===== config.mk =====
export PLATFORM = sky130hd
export DESIGN_NAME = ts_block_marker_inserter_core
export DESIGN_NICKNAME = d
export VERILOG_FILES = /design/src/rtl/tbmi_pkg.sv /design/src/rtl/ts_block_marker_inserter_core.sv /design/src/rtl/tbmi_fifo.sv /design/src/rtl/tbmi_crc.sv /design/src/rtl/tbmi_front.sv /design/src/rtl/tbmi_back.sv
export VERILOG_INCLUDE_DIRS = /design/src /design/src/rtl
export SDC_FILE = /design/constraint.sdc
export NUM_CORES = 1
export LEC_CHECK = 0
export BUFFER_PORTS_ARGS = -buffer_cell sky130_fd_sc_hd__buf_2
export CAP_MARGIN = 30
export CORE_ASPECT_RATIO = 0.5
export CORE_MARGIN = 2
export CORE_UTILIZATION = 25
export CTS_CLUSTER_SIZE = 14
export DETAILED_ROUTE_END_ITERATION = 16
export PLACE_DENSITY_LB_ADDON = 0.3
export SYNTH_ARGS = -nofsm -noshare
export SYNTH_HDL_FRONTEND = slang
export SYNTH_HIERARCHICAL = 1
export SYNTH_SLANG_ARGS = --single-unit

===== constraint.sdc =====
create_clock -name clk_i -period 10.4 [get_ports clk_i]
set_input_delay 1.04 -clock clk_i [delete_from_list [all_inputs] [get_ports clk_i]]
set_output_delay 1.04 -clock clk_i [all_outputs]
set_load 0.01 [all_outputs]

===== src/rtl/ts_block_marker_inserter_core_defines.svh =====
// Assertion macros shared by the marker inserter RTL.
`ifndef TS_BLOCK_MARKER_INSERTER_CORE_DEFINES_SVH
`define TS_BLOCK_MARKER_INSERTER_CORE_DEFINES_SVH

// Same-cycle implication, checked out of reset.
`define TBMI_ASSERT_IMPLY(lbl, clk, rst_n, ante, cons, msg) \
  lbl: assert property (@(posedge clk) disable iff (!rst_n) (ante) |-> (cons)) \
    else $error(msg);

// Next-cycle implication, checked out of reset.
`define TBMI_ASSERT_NEXT(lbl, clk, rst_n, ante, cons, msg) \
  lbl: assert property (@(posedge clk) disable iff (!rst_n) (ante) |=> (cons)) \
    else $error(msg);

`endif


===== src/rtl/tbmi_pkg.sv =====
// Shared types, constants and CRC helper of the marker inserter.
package tbmi_pkg;

  // Framing
  localparam int unsigned PKT_WORDS        = 47;
  localparam int unsigned WIP_W            = 6;
  localparam int unsigned DATAGRAM_PACKETS = 7;
  localparam int unsigned QUEUE_DEPTH      = 4;

  // TS header and section constants
  localparam logic [7:0]  SYNC_BYTE   = 8'h47;
  localparam logic [12:0] NULL_PID    = 13'h1FFF;
  localparam logic [2:0]  HDR_PUSI    = 3'b010;
  localparam logic [3:0]  HDR_AFC     = 4'h1;
  localparam logic [7:0]  SECT_TID    = 8'hBF;
  localparam logic [7:0]  SECT_FLAGS  = 8'h30;
  localparam logic [7:0]  SECT_LEN    = 8'd24;
  localparam logic [31:0] STUFF_WORD  = 32'hFFFF_FFFF;

  // Configuration register indexes
  localparam int unsigned CFG_IDX_W = 1;
  localparam logic [CFG_IDX_W-1:0] CFG_PAYLOADS_PER_MARKER = 1'd0;
  localparam logic [CFG_IDX_W-1:0] CFG_MK_PID              = 1'd1;
  localparam int unsigned CFG_DATA_W = 13;
  localparam logic [7:0]  PPM_RESET  = 8'd5;
  localparam logic [12:0] PID_RESET  = 13'h1FF0;

  // Marker packet word positions
  localparam int unsigned MW_W = 6;
  localparam logic [MW_W-1:0] MW_HEADER  = 6'd0;
  localparam logic [MW_W-1:0] MW_SECT_HD = 6'd1;
  localparam logic [MW_W-1:0] MW_NUMBER  = 6'd2;
  localparam logic [MW_W-1:0] MW_COUNTS  = 6'd3;
  localparam logic [MW_W-1:0] MW_START   = 6'd4;
  localparam logic [MW_W-1:0] MW_NEXT    = 6'd5;
  localparam logic [MW_W-1:0] MW_SOURCE  = 6'd6;
  localparam logic [MW_W-1:0] MW_CRC     = 6'd7;
  localparam logic [MW_W-1:0] MW_LAST    = 6'(PKT_WORDS - 1);

  // CRC-32/MPEG-2
  localparam logic [31:0] CRC_POLY = 32'h04C1_1DB7;
  localparam logic [31:0] CRC_SEED = 32'hFFFF_FFFF;
  localparam int unsigned CRC_MSG_BYTES = 20;

  // One byte through the MSB-first CRC register
  function automatic logic [31:0] crc_byte(input logic [31:0] crc, input logic [7:0] b);
    logic [31:0] c;
    c = crc ^ {b, 24'h0};
    for (int i = 0; i < 8; i++) begin
      c = c[31] ? ((c << 1) ^ CRC_POLY) : (c << 1);
    end
    return c;
  endfunction

  // CRC state after the three fixed section header bytes
  localparam logic [31:0] CRC_INIT =
    crc_byte(crc_byte(crc_byte(CRC_SEED, SECT_TID), SECT_FLAGS), SECT_LEN);

  // Snapshot of everything a marker packet needs
  typedef struct packed {
    logic [3:0]  cc;
    logic [31:0] number;
    logic [15:0] data_pkts;
    logic [15:0] nulls;
    logic [15:0] start_seq;
    logic [15:0] next_seq;
    logic [31:0] source;
    logic        dg_end;
  } marker_t;

  // One queued item: the pass-through word plus an optional marker
  typedef struct packed {
    logic [31:0] word;
    logic        pkt_end;
    logic        dg_end;
    logic        short_pl;
    logic        marker;
    marker_t     mrk;
  } item_t;

  typedef struct packed {
    logic full;
    logic empty;
  } qstat_t;

endpackage


===== src/rtl/ts_block_marker_inserter_core.sv =====
// Top level of the transport stream marker inserter.
// Payload words pass through the queue write and the output register at one word per clock
// while the output does not stall and no marker is being sent. After every payloads_per_marker
// payloads a 47-word marker packet follows the payload's last word; the marker's CRC-32 is
// computed one byte per cycle over 20 section bytes and the CRC word waits for it to finish.
// Input keeps flowing into the front queue meanwhile and is stalled only when that queue is full.
// The user must write configuration only while the block is idle; the block does not enforce it.
`include "ts_block_marker_inserter_core_defines.svh"

module ts_block_marker_inserter_core #(
  parameter int unsigned DatagramPackets = tbmi_pkg::DATAGRAM_PACKETS,
  parameter int unsigned QueueDepth      = tbmi_pkg::QUEUE_DEPTH
) (
  input  logic        clk_i,
  input  logic        rst_ni,
  // configuration
  input  logic                           cfg_we_i,
  input  logic [tbmi_pkg::CFG_IDX_W-1:0] cfg_idx_i,
  input  logic [tbmi_pkg::CFG_DATA_W-1:0] cfg_wdata_i,
  // input items
  input  logic        in_valid_i,
  output logic        in_stall_o,
  input  logic [31:0] payload_word_i,
  input  logic [15:0] rtp_seq_i,
  input  logic [31:0] source_id_i,
  input  logic        payload_end_i,
  // output items
  output logic        out_valid_o,
  input  logic        out_stall_i,
  output logic [31:0] out_word_o,
  output logic        packet_end_o,
  output logic        datagram_end_o,
  output logic        is_marker_o,
  output logic        short_payload_o,
  output logic        last_o
);

  logic [7:0]       ppm_q;
  logic [12:0]      pid_q;
  logic             push, pop;
  tbmi_pkg::item_t  push_item, head_item;
  tbmi_pkg::qstat_t qstat;
  logic             out_take, dg_word, mk_word, mk_flags_ok, mk_mid_take;

  // Configuration registers
  always_ff @(posedge clk_i or negedge rst_ni) begin
    if (!rst_ni) begin
      ppm_q <= tbmi_pkg::PPM_RESET;
      pid_q <= tbmi_pkg::PID_RESET;
    end else if (cfg_we_i) begin
      unique case (cfg_idx_i)
        tbmi_pkg::CFG_PAYLOADS_PER_MARKER: ppm_q <= cfg_wdata_i[7:0];
        tbmi_pkg::CFG_MK_PID:              pid_q <= cfg_wdata_i[12:0];
        default:                           ppm_q <= ppm_q;
      endcase
    end
  end

  tbmi_front #(
    .DatagramPackets (DatagramPackets)
  ) u_front (
    .clk_i          (clk_i),
    .rst_ni         (rst_ni),
    .ppm_i          (ppm_q),
    .in_valid_i     (in_valid_i),
    .payload_word_i (payload_word_i),
    .rtp_seq_i      (rtp_seq_i),
    .source_id_i    (source_id_i),
    .payload_end_i  (payload_end_i),
    .qstat_i        (qstat),
    .in_stall_o     (in_stall_o),
    .push_o         (push),
    .item_o         (push_item)
  );

  tbmi_fifo #(
    .Depth (QueueDepth)
  ) u_fifo (
    .clk_i  (clk_i),
    .rst_ni (rst_ni),
    .push_i (push),
    .item_i (push_item),
    .pop_i  (pop),
    .item_o (head_item),
    .stat_o (qstat)
  );

  tbmi_back u_back (
    .clk_i           (clk_i),
    .rst_ni          (rst_ni),
    .mk_pid_i        (pid_q),
    .item_i          (head_item),
    .qstat_i         (qstat),
    .pop_o           (pop),
    .out_valid_o     (out_valid_o),
    .out_stall_i     (out_stall_i),
    .out_word_o      (out_word_o),
    .packet_end_o    (packet_end_o),
    .datagram_end_o  (datagram_end_o),
    .is_marker_o     (is_marker_o),
    .short_payload_o (short_payload_o),
    .last_o          (last_o)
  );

  // Checks
  assign out_take    = out_valid_o && !out_stall_i;
  assign dg_word     = out_valid_o && datagram_end_o;
  assign mk_word     = out_valid_o && is_marker_o;
  assign mk_flags_ok = (last_o == packet_end_o) && !short_payload_o;
  assign mk_mid_take = out_take && is_marker_o && !packet_end_o;

  `TBMI_ASSERT_IMPLY(a_dg_on_pe, clk_i, rst_ni, dg_word, packet_end_o, "dg end off pkt end")
  `TBMI_ASSERT_IMPLY(a_mk_flags, clk_i, rst_ni, mk_word, mk_flags_ok, "marker word flags")
  `TBMI_ASSERT_NEXT(a_mk_runs, clk_i, rst_ni, mk_mid_take, is_marker_o, "marker cut short")

endmodule


===== src/rtl/tbmi_fifo.sv =====
// Short item queue between the front and back parts.
module tbmi_fifo #(
  parameter int unsigned Depth = tbmi_pkg::QUEUE_DEPTH
) (
  input  logic            clk_i,
  input  logic            rst_ni,
  input  logic            push_i,
  input  tbmi_pkg::item_t item_i,
  input  logic            pop_i,
  output tbmi_pkg::item_t item_o,
  output tbmi_pkg::qstat_t stat_o
);

  localparam int unsigned PtrW = (Depth > 1) ? $clog2(Depth) : 1;
  localparam int unsigned CntW = $clog2(Depth + 1);

  tbmi_pkg::item_t mem_q [Depth];
  logic [PtrW-1:0] wr_q, wr_d, rd_q, rd_d;
  logic [CntW-1:0] cnt_q, cnt_d;

  assign item_o       = mem_q[rd_q];
  assign stat_o.full  = (cnt_q == CntW'(Depth));
  assign stat_o.empty = (cnt_q == '0);

  // Pointer and fill count update
  always_comb begin
    wr_d  = wr_q;
    rd_d  = rd_q;
    cnt_d = cnt_q;
    if (push_i) begin
      wr_d = (wr_q == PtrW'(Depth - 1)) ? '0 : wr_q + 1'b1;
    end
    if (pop_i) begin
      rd_d = (rd_q == PtrW'(Depth - 1)) ? '0 : rd_q + 1'b1;
    end
    if (push_i && !pop_i) begin
      cnt_d = cnt_q + 1'b1;
    end else if (pop_i && !push_i) begin
      cnt_d = cnt_q - 1'b1;
    end
  end

  always_ff @(posedge clk_i or negedge rst_ni) begin
    if (!rst_ni) begin
      wr_q  <= '0;
      rd_q  <= '0;
      cnt_q <= '0;
    end else begin
      wr_q  <= wr_d;
      rd_q  <= rd_d;
      cnt_q <= cnt_d;
    end
  end

  // Storage
  always_ff @(posedge clk_i) begin
    if (push_i) begin
      mem_q[wr_q] <= item_i;
    end
  end

endmodule


===== src/rtl/tbmi_crc.sv =====
// Byte-serial CRC-32/MPEG-2 over the variable part of the marker section.
module tbmi_crc (
  input  logic                 clk_i,
  input  logic                 rst_ni,
  input  logic                 start_i,
  input  logic [8*tbmi_pkg::CRC_MSG_BYTES-1:0] msg_i,
  output logic                 done_o,
  output logic [31:0]          crc_o
);

  localparam int unsigned NBytes = tbmi_pkg::CRC_MSG_BYTES;
  localparam int unsigned IdxW   = $clog2(NBytes);

  logic [7:0]      bytes [NBytes];
  logic [IdxW-1:0] idx_q, idx_d;
  logic            run_q, run_d, done_q, done_d;
  logic [31:0]     crc_q, crc_d;

  // First message byte sits in the top bits
  always_comb begin
    for (int i = 0; i < NBytes; i++) begin
      bytes[i] = msg_i[8*(NBytes-1-i) +: 8];
    end
  end

  // One byte per cycle
  always_comb begin
    idx_d  = idx_q;
    run_d  = run_q;
    done_d = done_q;
    crc_d  = crc_q;
    if (start_i) begin
      idx_d  = '0;
      run_d  = 1'b1;
      done_d = 1'b0;
      crc_d  = tbmi_pkg::CRC_INIT;
    end else if (run_q) begin
      crc_d = tbmi_pkg::crc_byte(crc_q, bytes[idx_q]);
      if (idx_q == IdxW'(NBytes - 1)) begin
        run_d  = 1'b0;
        done_d = 1'b1;
      end else begin
        idx_d = idx_q + 1'b1;
      end
    end
  end

  always_ff @(posedge clk_i or negedge rst_ni) begin
    if (!rst_ni) begin
      idx_q  <= '0;
      run_q  <= 1'b0;
      done_q <= 1'b0;
    end else begin
      idx_q  <= idx_d;
      run_q  <= run_d;
      done_q <= done_d;
    end
  end

  always_ff @(posedge clk_i) begin
    crc_q <= crc_d;
  end

  assign done_o = done_q;
  assign crc_o  = crc_q;

endmodule


===== src/rtl/tbmi_front.sv =====
// Front part: accepts payload words, frames and counts packets, decides markers.
module tbmi_front #(
  parameter int unsigned DatagramPackets = tbmi_pkg::DATAGRAM_PACKETS
) (
  input  logic             clk_i,
  input  logic             rst_ni,
  input  logic [7:0]       ppm_i,
  input  logic             in_valid_i,
  input  logic [31:0]      payload_word_i,
  input  logic [15:0]      rtp_seq_i,
  input  logic [31:0]      source_id_i,
  input  logic             payload_end_i,
  input  tbmi_pkg::qstat_t qstat_i,
  output logic             in_stall_o,
  output logic             push_o,
  output tbmi_pkg::item_t  item_o
);

  localparam int unsigned DgW  = $clog2(DatagramPackets + 1);
  localparam int unsigned WipW = tbmi_pkg::WIP_W;
  localparam logic [WipW-1:0] WipLast = WipW'(tbmi_pkg::PKT_WORDS - 1);

  // Datagram counter step: {wrapped, next count}
  function automatic logic [DgW:0] dg_tick(input logic [DgW-1:0] c);
    logic [DgW:0] inc;
    inc = {1'b0, c} + 1'b1;
    if (inc >= (DgW+1)'(DatagramPackets)) begin
      return {1'b1, {DgW{1'b0}}};
    end
    return {1'b0, inc[DgW-1:0]};
  endfunction

  logic [WipW-1:0] wip_q, wip_d;
  logic [7:0]      pib_q, pib_d;
  logic [15:0]     bss_q, bss_d, nn_q, nn_d, nl_q, nl_d;
  logic [31:0]     mn_q, mn_d;
  logic [3:0]      cc_q, cc_d;
  logic            seen_q, seen_d, mid_q, mid_d;
  logic            sync_q, sync_d, null_q, null_d;
  logic [DgW-1:0]  dg_q, dg_d;

  logic            accept, block_start, head, sync, isnull, pe, mk;
  logic [15:0]     nn_b, nl_b, bss_b, nn_n, nl_n, nxt;
  logic [DgW:0]    t1, t2;
  logic [DgW-1:0]  dg1;
  logic [WipW-1:0] wip_n;
  logic [7:0]      pib_inc;

  assign in_stall_o = qstat_i.full;
  assign accept     = in_valid_i && !qstat_i.full;
  assign push_o     = accept;

  // Classification of the incoming word
  always_comb begin
    block_start = !mid_q && (pib_q == '0);
    nn_b  = block_start ? {15'h0, seen_q} : nn_q;
    nl_b  = block_start ? 16'h0 : nl_q;
    bss_b = block_start ? rtp_seq_i : bss_q;
    head   = (wip_q == '0);
    sync   = head ? (payload_word_i[31:24] == tbmi_pkg::SYNC_BYTE) : sync_q;
    isnull = head ? (payload_word_i[20:8] == tbmi_pkg::NULL_PID) : null_q;
    pe     = (wip_q >= WipLast);
    nn_n = nn_b;
    nl_n = nl_b;
    if (pe && sync) begin
      if (isnull) begin
        nl_n = nl_b + 1'b1;
      end else begin
        nn_n = nn_b + 1'b1;
      end
    end
    // packet end ticks the datagram first, a following marker ticks it again
    t1  = dg_tick(dg_q);
    dg1 = pe ? t1[DgW-1:0] : dg_q;
    t2  = dg_tick(dg1);
    wip_n   = (pe || payload_end_i) ? '0 : wip_q + 1'b1;
    pib_inc = pib_q + 1'b1;
    mk      = payload_end_i && (pib_inc >= ppm_i);
    nxt     = bss_b + {8'h0, ppm_i};

    item_o.word          = payload_word_i;
    item_o.pkt_end       = pe;
    item_o.dg_end        = pe && t1[DgW];
    item_o.short_pl      = payload_end_i && !pe;
    item_o.marker        = mk;
    item_o.mrk.cc        = cc_q;
    item_o.mrk.number    = mn_q;
    item_o.mrk.data_pkts = nn_n;
    item_o.mrk.nulls     = nl_n;
    item_o.mrk.start_seq = bss_b;
    item_o.mrk.next_seq  = nxt;
    item_o.mrk.source    = source_id_i;
    item_o.mrk.dg_end    = t2[DgW];
  end

  // State update on accept
  always_comb begin
    wip_d  = wip_q;
    pib_d  = pib_q;
    bss_d  = bss_q;
    nn_d   = nn_q;
    nl_d   = nl_q;
    mn_d   = mn_q;
    cc_d   = cc_q;
    seen_d = seen_q;
    mid_d  = mid_q;
    sync_d = sync_q;
    null_d = null_q;
    dg_d   = dg_q;
    if (accept) begin
      wip_d  = wip_n;
      sync_d = sync;
      null_d = isnull;
      nn_d   = nn_n;
      nl_d   = nl_n;
      bss_d  = bss_b;
      mid_d  = !payload_end_i;
      pib_d  = payload_end_i ? pib_inc : pib_q;
      dg_d   = dg1;
      if (mk) begin
        dg_d   = t2[DgW-1:0];
        cc_d   = cc_q + 1'b1;
        mn_d   = mn_q + 1'b1;
        seen_d = 1'b1;
        pib_d  = '0;
        bss_d  = nxt;
      end
    end
  end

  always_ff @(posedge clk_i or negedge rst_ni) begin
    if (!rst_ni) begin
      wip_q  <= '0;
      pib_q  <= '0;
      bss_q  <= '0;
      nn_q   <= '0;
      nl_q   <= '0;
      mn_q   <= 32'd1;
      cc_q   <= '0;
      seen_q <= 1'b0;
      mid_q  <= 1'b0;
      sync_q <= 1'b0;
      null_q <= 1'b0;
      dg_q   <= '0;
    end else begin
      wip_q  <= wip_d;
      pib_q  <= pib_d;
      bss_q  <= bss_d;
      nn_q   <= nn_d;
      nl_q   <= nl_d;
      mn_q   <= mn_d;
      cc_q   <= cc_d;
      seen_q <= seen_d;
      mid_q  <= mid_d;
      sync_q <= sync_d;
      null_q <= null_d;
      dg_q   <= dg_d;
    end
  end

endmodule


===== src/rtl/tbmi_back.sv =====
// Back part: drives pass-through words and generates marker packets.
module tbmi_back (
  input  logic             clk_i,
  input  logic             rst_ni,
  input  logic [12:0]      mk_pid_i,
  input  tbmi_pkg::item_t  item_i,
  input  tbmi_pkg::qstat_t qstat_i,
  output logic             pop_o,
  output logic             out_valid_o,
  input  logic             out_stall_i,
  output logic [31:0]      out_word_o,
  output logic             packet_end_o,
  output logic             datagram_end_o,
  output logic             is_marker_o,
  output logic             short_payload_o,
  output logic             last_o
);

  localparam int unsigned MwW = tbmi_pkg::MW_W;

  logic              valid_q, valid_d;
  logic [31:0]       word_q, word_d;
  logic              pe_q, pe_d, de_q, de_d, mk_q, mk_d, sh_q, sh_d, last_q, last_d;
  logic              act_q, act_d;
  logic [MwW-1:0]    idx_q, idx_d;
  tbmi_pkg::marker_t mrk_q, mrk_d;
  logic              load_en, crc_start, crc_done, mk_last;
  logic [31:0]       crc, mword;

  tbmi_crc u_crc (
    .clk_i   (clk_i),
    .rst_ni  (rst_ni),
    .start_i (crc_start),
    .msg_i   ({mrk_q.number, mrk_q.data_pkts, mrk_q.nulls, 16'h0, mrk_q.start_seq,
               16'h0, mrk_q.next_seq, mrk_q.source}),
    .done_o  (crc_done),
    .crc_o   (crc)
  );

  // Marker packet word at the current position
  always_comb begin
    unique case (idx_q)
      tbmi_pkg::MW_HEADER:  mword = {tbmi_pkg::SYNC_BYTE, tbmi_pkg::HDR_PUSI, mk_pid_i,
                                     tbmi_pkg::HDR_AFC, mrk_q.cc};
      tbmi_pkg::MW_SECT_HD: mword = {8'h00, tbmi_pkg::SECT_TID, tbmi_pkg::SECT_FLAGS,
                                     tbmi_pkg::SECT_LEN};
      tbmi_pkg::MW_NUMBER:  mword = mrk_q.number;
      tbmi_pkg::MW_COUNTS:  mword = {mrk_q.data_pkts, mrk_q.nulls};
      tbmi_pkg::MW_START:   mword = {16'h0, mrk_q.start_seq};
      tbmi_pkg::MW_NEXT:    mword = {16'h0, mrk_q.next_seq};
      tbmi_pkg::MW_SOURCE:  mword = mrk_q.source;
      tbmi_pkg::MW_CRC:     mword = crc;
      default:              mword = tbmi_pkg::STUFF_WORD;
    endcase
  end

  assign load_en = !valid_q || !out_stall_i;
  assign mk_last = (idx_q == tbmi_pkg::MW_LAST);

  // Output register load: marker words first, else the next queued item
  always_comb begin
    valid_d   = valid_q;
    word_d    = word_q;
    pe_d      = pe_q;
    de_d      = de_q;
    mk_d      = mk_q;
    sh_d      = sh_q;
    last_d    = last_q;
    act_d     = act_q;
    idx_d     = idx_q;
    mrk_d     = mrk_q;
    pop_o     = 1'b0;
    crc_start = 1'b0;
    if (load_en) begin
      valid_d = 1'b0;
      if (act_q) begin
        // the CRC word waits for the serial CRC to finish
        if (idx_q != tbmi_pkg::MW_CRC || crc_done) begin
          valid_d = 1'b1;
          word_d  = mword;
          pe_d    = mk_last;
          de_d    = mk_last && mrk_q.dg_end;
          mk_d    = 1'b1;
          sh_d    = 1'b0;
          last_d  = mk_last;
          idx_d   = idx_q + 1'b1;
          if (mk_last) begin
            act_d = 1'b0;
          end
        end
      end else if (!qstat_i.empty) begin
        pop_o   = 1'b1;
        valid_d = 1'b1;
        word_d  = item_i.word;
        pe_d    = item_i.pkt_end;
        de_d    = item_i.dg_end;
        mk_d    = 1'b0;
        sh_d    = item_i.short_pl;
        last_d  = !item_i.marker;
        if (item_i.marker) begin
          act_d     = 1'b1;
          idx_d     = '0;
          mrk_d     = item_i.mrk;
          crc_start = 1'b1;
        end
      end
    end
  end

  always_ff @(posedge clk_i or negedge rst_ni) begin
    if (!rst_ni) begin
      valid_q <= 1'b0;
      act_q   <= 1'b0;
      idx_q   <= '0;
    end else begin
      valid_q <= valid_d;
      act_q   <= act_d;
      idx_q   <= idx_d;
    end
  end

  always_ff @(posedge clk_i) begin
    word_q <= word_d;
    pe_q   <= pe_d;
    de_q   <= de_d;
    mk_q   <= mk_d;
    sh_q   <= sh_d;
    last_q <= last_d;
    mrk_q  <= mrk_d;
  end

  assign out_valid_o     = valid_q;
  assign out_word_o      = word_q;
  assign packet_end_o    = pe_q;
  assign datagram_end_o  = de_q;
  assign is_marker_o     = mk_q;
  assign short_payload_o = sh_q;
  assign last_o          = last_q;

endmodule

==> metrics.md <==
| Metric | Value |
|---|---|
| Worst reg2reg endpoint | `u_fifo/mem_q[2][48]` |
| Critical path launch point type | `register` |
| R2r startpoint | `u_front/pib_q[0]` |
| All-Layer GR Usage | `a little over an eighth` |
| Number of global-route vias before repair | `24,207` |
| Die Area | `~0.18 mm²` |
| Yosys top cell area share | `just under 60%` |
| CTS root buf | `clkbuf_16` |
| Mapped Cells | `2,681` |
| Rel. slew slack | `between 20% and 30%` |
| Final period util | `between 40% and 50%` |
| Number of H-tree levels | `3` |
| Synthesis-to-layout area growth | `14.5%` |
| PortBufs | `between 100 and 150` |
| Fin crit period | `4.55 ns` |
| Total CTS buffers | `a little over 100` |
| Synth Area in Compound Gates | `under 10%` |
| Slowest cell on the critical path | `a21boi_0` |
| Crit Path Max Fanout | `15` |
| Async set or reset register ratio after synthesis | `approximately 14%` |
| Initial antenna violation count | `23` |
| F_max | `approximately 220 MHz` |
| Synth Area in Adders | `1.23%` |
| Final Slew Violations | `0` |
| Count of final setup violators | `0` |
| Crit path DAT | `5.00 ns` |
| # hold bufs at CTS | `0` |
| Vias per inst | `4.69` |
| Worst setup EP type | `register` |
| Max incr delay on CP | `0.70 ns` |
| Worst Hold Slack | `about 0.3 ns` |
| Share of cells above drive strength 1 | `21.7%` |
| Worst slew pin tran | `around 1.0 ns` |
| Largest net degree at the start of global routing | `91` |
| Core Box Area | `0.174 mm²` |
| Postcts setup bufs | `0` |
| Dpl cell area | `around 0.047 mm²` |
| Initial Util | `25.3%` |
| Nets | `2,948` |
| CP Cell Sequence | `inv_1 -> ha_1 -> or4b_1 -> nor2_4 -> mux2i_1 -> inv_1 -> ha_1 -> a211oi_1 -> o21bai_1 -> a21boi_0 -> nor2_1 -> nand2_1 -> xnor2_1` |
| CTS tree | `done` |
| Cell variety after synth | `91` |
| Hold Violations, Final | `0` |
| Mux share of post-synthesis cell area | `12.2%` |
| DRT Wirelength | `approximately 120,000 µm` |
| Initial drt markers | `roughly 2,400` |
| Area leader, netlist | `edfxtp_1` |
| Synth warn | `6` |
| Die height | `~300 µm` |
| Setup TNS | `0 ns` |
| WL/cell | `approximately 24 µm` |
| Maximum capacitance violations | `0` |
| Finished Cell Area | `a little over 0.05 mm²` |
| Clk sinks | `1,026` |
| Crit. Startpoint | `u_front/pib_q[0]` |
| Avg Cell Area, Syn | `about 16 µm²` |
| FF-to-FF path depth | `13` |
| Number of synthesized flops with an enable pin | `~850` |
| GP Congestion | `just over 0.9` |
| # DRC | `0` |
| GRT overflow | `0` |
| Pwr Density | `~320 mW/mm²` |
| # rows | `about 110` |
| Most common cell in the netlist | `edfxtp_1` |
| Clock Pin Slew Worst Setup and Hold Paths | `around 0.060 ns` |
| Synth top area cells | `edfxtp_1 58%, mux4_2 9.8%, dfrtp_1 7.7%` |
| Synthesized cell area | `0.0440 mm²` |
| Largest family of logic cells by synthesized area | `multiplexers` |
| Setup Crit Path Kind | `reg -> reg` |
| Clock Tree Buf Depth | `3` |
| Worst-Skew Late Latency | `around 0.7 ns` |
| Synth Area in XOR/XNOR | `under 10%` |
| Num ports | `139` |
| Critical path data required time | `approximately 11 ns` |
| Seq cells post-synth | `slightly above 1,000` |
| DP Wirelength | `87,500 µm` |
| Antenna-violating nets left | `0` |
| DRT Pass-1 Iters | `6` |
| Clk_skew | `0.0174 ns` |
| RSZ-0062 raised after global routing | `no` |
| Sequential-to-total area share from yosys stat | `approximately two thirds` |
| Die X | `597 µm` |
| Min-delay worst type | `in -> async` |
| Most frequent cells after synthesis | `846 x edfxtp_1, 192 x mux4_2, 179 x nand2_1, 136 x dfrtp_1, 135 x nor2_1` |
| Worst Setup Slack, final | `5.85 ns` |
| Leakage power | `17.0 nW` |
| Dpl ws | `around 5.5 ns` |
| Post-CTS resize count | `0` |
| # fillers | `between 15,000 and 20,000` |
| Maximum VDD drop | `0.244 mV` |
| Via Count | `~24,000` |
| Outcome | `complete, no violations` |
| FF-to-FF setup slack | `a little under 6 ns` |
| Main flop type after synthesis | `edfxtp_1` |
| Synth Area in Simple Gates | `6.23%` |
| First-pass GRT wire length | `179,000 µm` |
-- cell usage in the layout (no fill, tap or decap), types with 31 or more instances in the layout --
cell / instances
edfxtp_1: 846
inv_1: 49
a22oi_1: 31
buf_2: 137
clkbuf_16: 103
mux2i_1: 45
a21oi_1: 94
ha_1: 40
xnor2_1: 76
o21ai_0: 62
nand2_1: 179
xor2_1: 44
dfrtp_1: 131
dfxtp_1: 32
nor2_1: 134
nand3_1: 66
conb_1: 32
mux4_2: 192
buf_4: 41
-- cell families (layout without fill, tap and decap cells) --
logic type | count (synthesis) | in the layout
AO/OA/AOI/OAI | 372 | 372
XOR/XNOR | 145 | 145
adder cells (fa/ha/maj) | 42 | 42
buffers and inverters | 249 | 432
flip-flops | 1026 | 1026
multiplexers | 280 | 280
other | 1 | 34
AND/OR/NAND/NOR | 566 | 566
-- metal layers --
metal	global-route usage [%]	share of wire, %	vias to the layer above
li1	-	-	10701
met1	19.8	46	12822
met2	21.5	46	731
met3	2.16	5.4	169
met4	3.21	2.2	8
met5	0	0.040	-
-- sequential cells by signal, summed over array words and instances, names as in the netlist, 2 cells and up --
signal	count
pid_q	13
ppm_q	8
u_back/idx_q	6
u_back/mrk_q	133
u_back/out_word_o	32
u_back/u_crc/crc_o	32
u_back/u_crc/idx_q	5
u_fifo/cnt_q	3
u_fifo/mem_q	676
u_fifo/rd_q	2
u_fifo/wr_q	2
u_front/bss_q	16
u_front/cc_q	4
u_front/dg_q	3
u_front/mn_q	32
u_front/nl_q	16
u_front/nn_q	16
u_front/pib_q	8
u_front/wip_q	6
-- worst max path at each step --
stage | to | cells past startpoint
6_report | u_fifo/mem_q[2][48] | 13
5_1_grt | u_fifo/mem_q[2][48] | 13
4_1_cts | u_fifo/mem_q[2][48] | 13
3_5_place_dp | u_fifo/mem_q[2][76] | 7
3_3_place_gp | u_fifo/mem_q[2][76] | 7
2_1_floorplan | u_fifo/mem_q[2][0] | 6
-- layout make-up --
class,count,area [µm²],area share (%)
well taps,2310,2890,5.74
clock inverters,54,582,1.15
multi-input cells,1437,13000,25.8
inverters,52,195,0.387
repair buffers,187,1170,2.32
flip-flops and latches,1026,29800,59.1
diodes,2,5.00,0.00993
clock buffers,139,2770,5.50
-- worst max-delay path, delay by kind of cell, from the launching register on --
kind	cells	cell delay (ns)
adder cells (fa/ha/maj)	2	0.47
buffers and inverters	2	0.28
flip-flops	1	0.43
AO/OA/AOI/OAI	3	1.20
multiplexers	1	0.38
XOR/XNOR	1	0.21
AND/OR/NAND/NOR	4	1.34
-- per-stage QoR --
| step | total power [mW] | utilization, % | instances |
|---|---|---|---|
| after floorplan | 10.6 | - | 2712 |
| after global placement | 12.2 | 26.9 | 5003 |
| after detailed placement | 12.4 | 27.0 | 5009 |
| after CTS | 16.1 | 28.9 | 5202 |
| after global routing | 16.7 | 28.9 | 5205 |
| final | 15.9 | 28.9 | 5207 |
-- power by group --
part / switching [mW] / internal (mW)
registers: 0.543 / 5.75
logic: 3.31 / 2.65
clock network: 1.57 / 2.13
total: 5.41 / 10.5
Power figures use the tool's default switching activity.
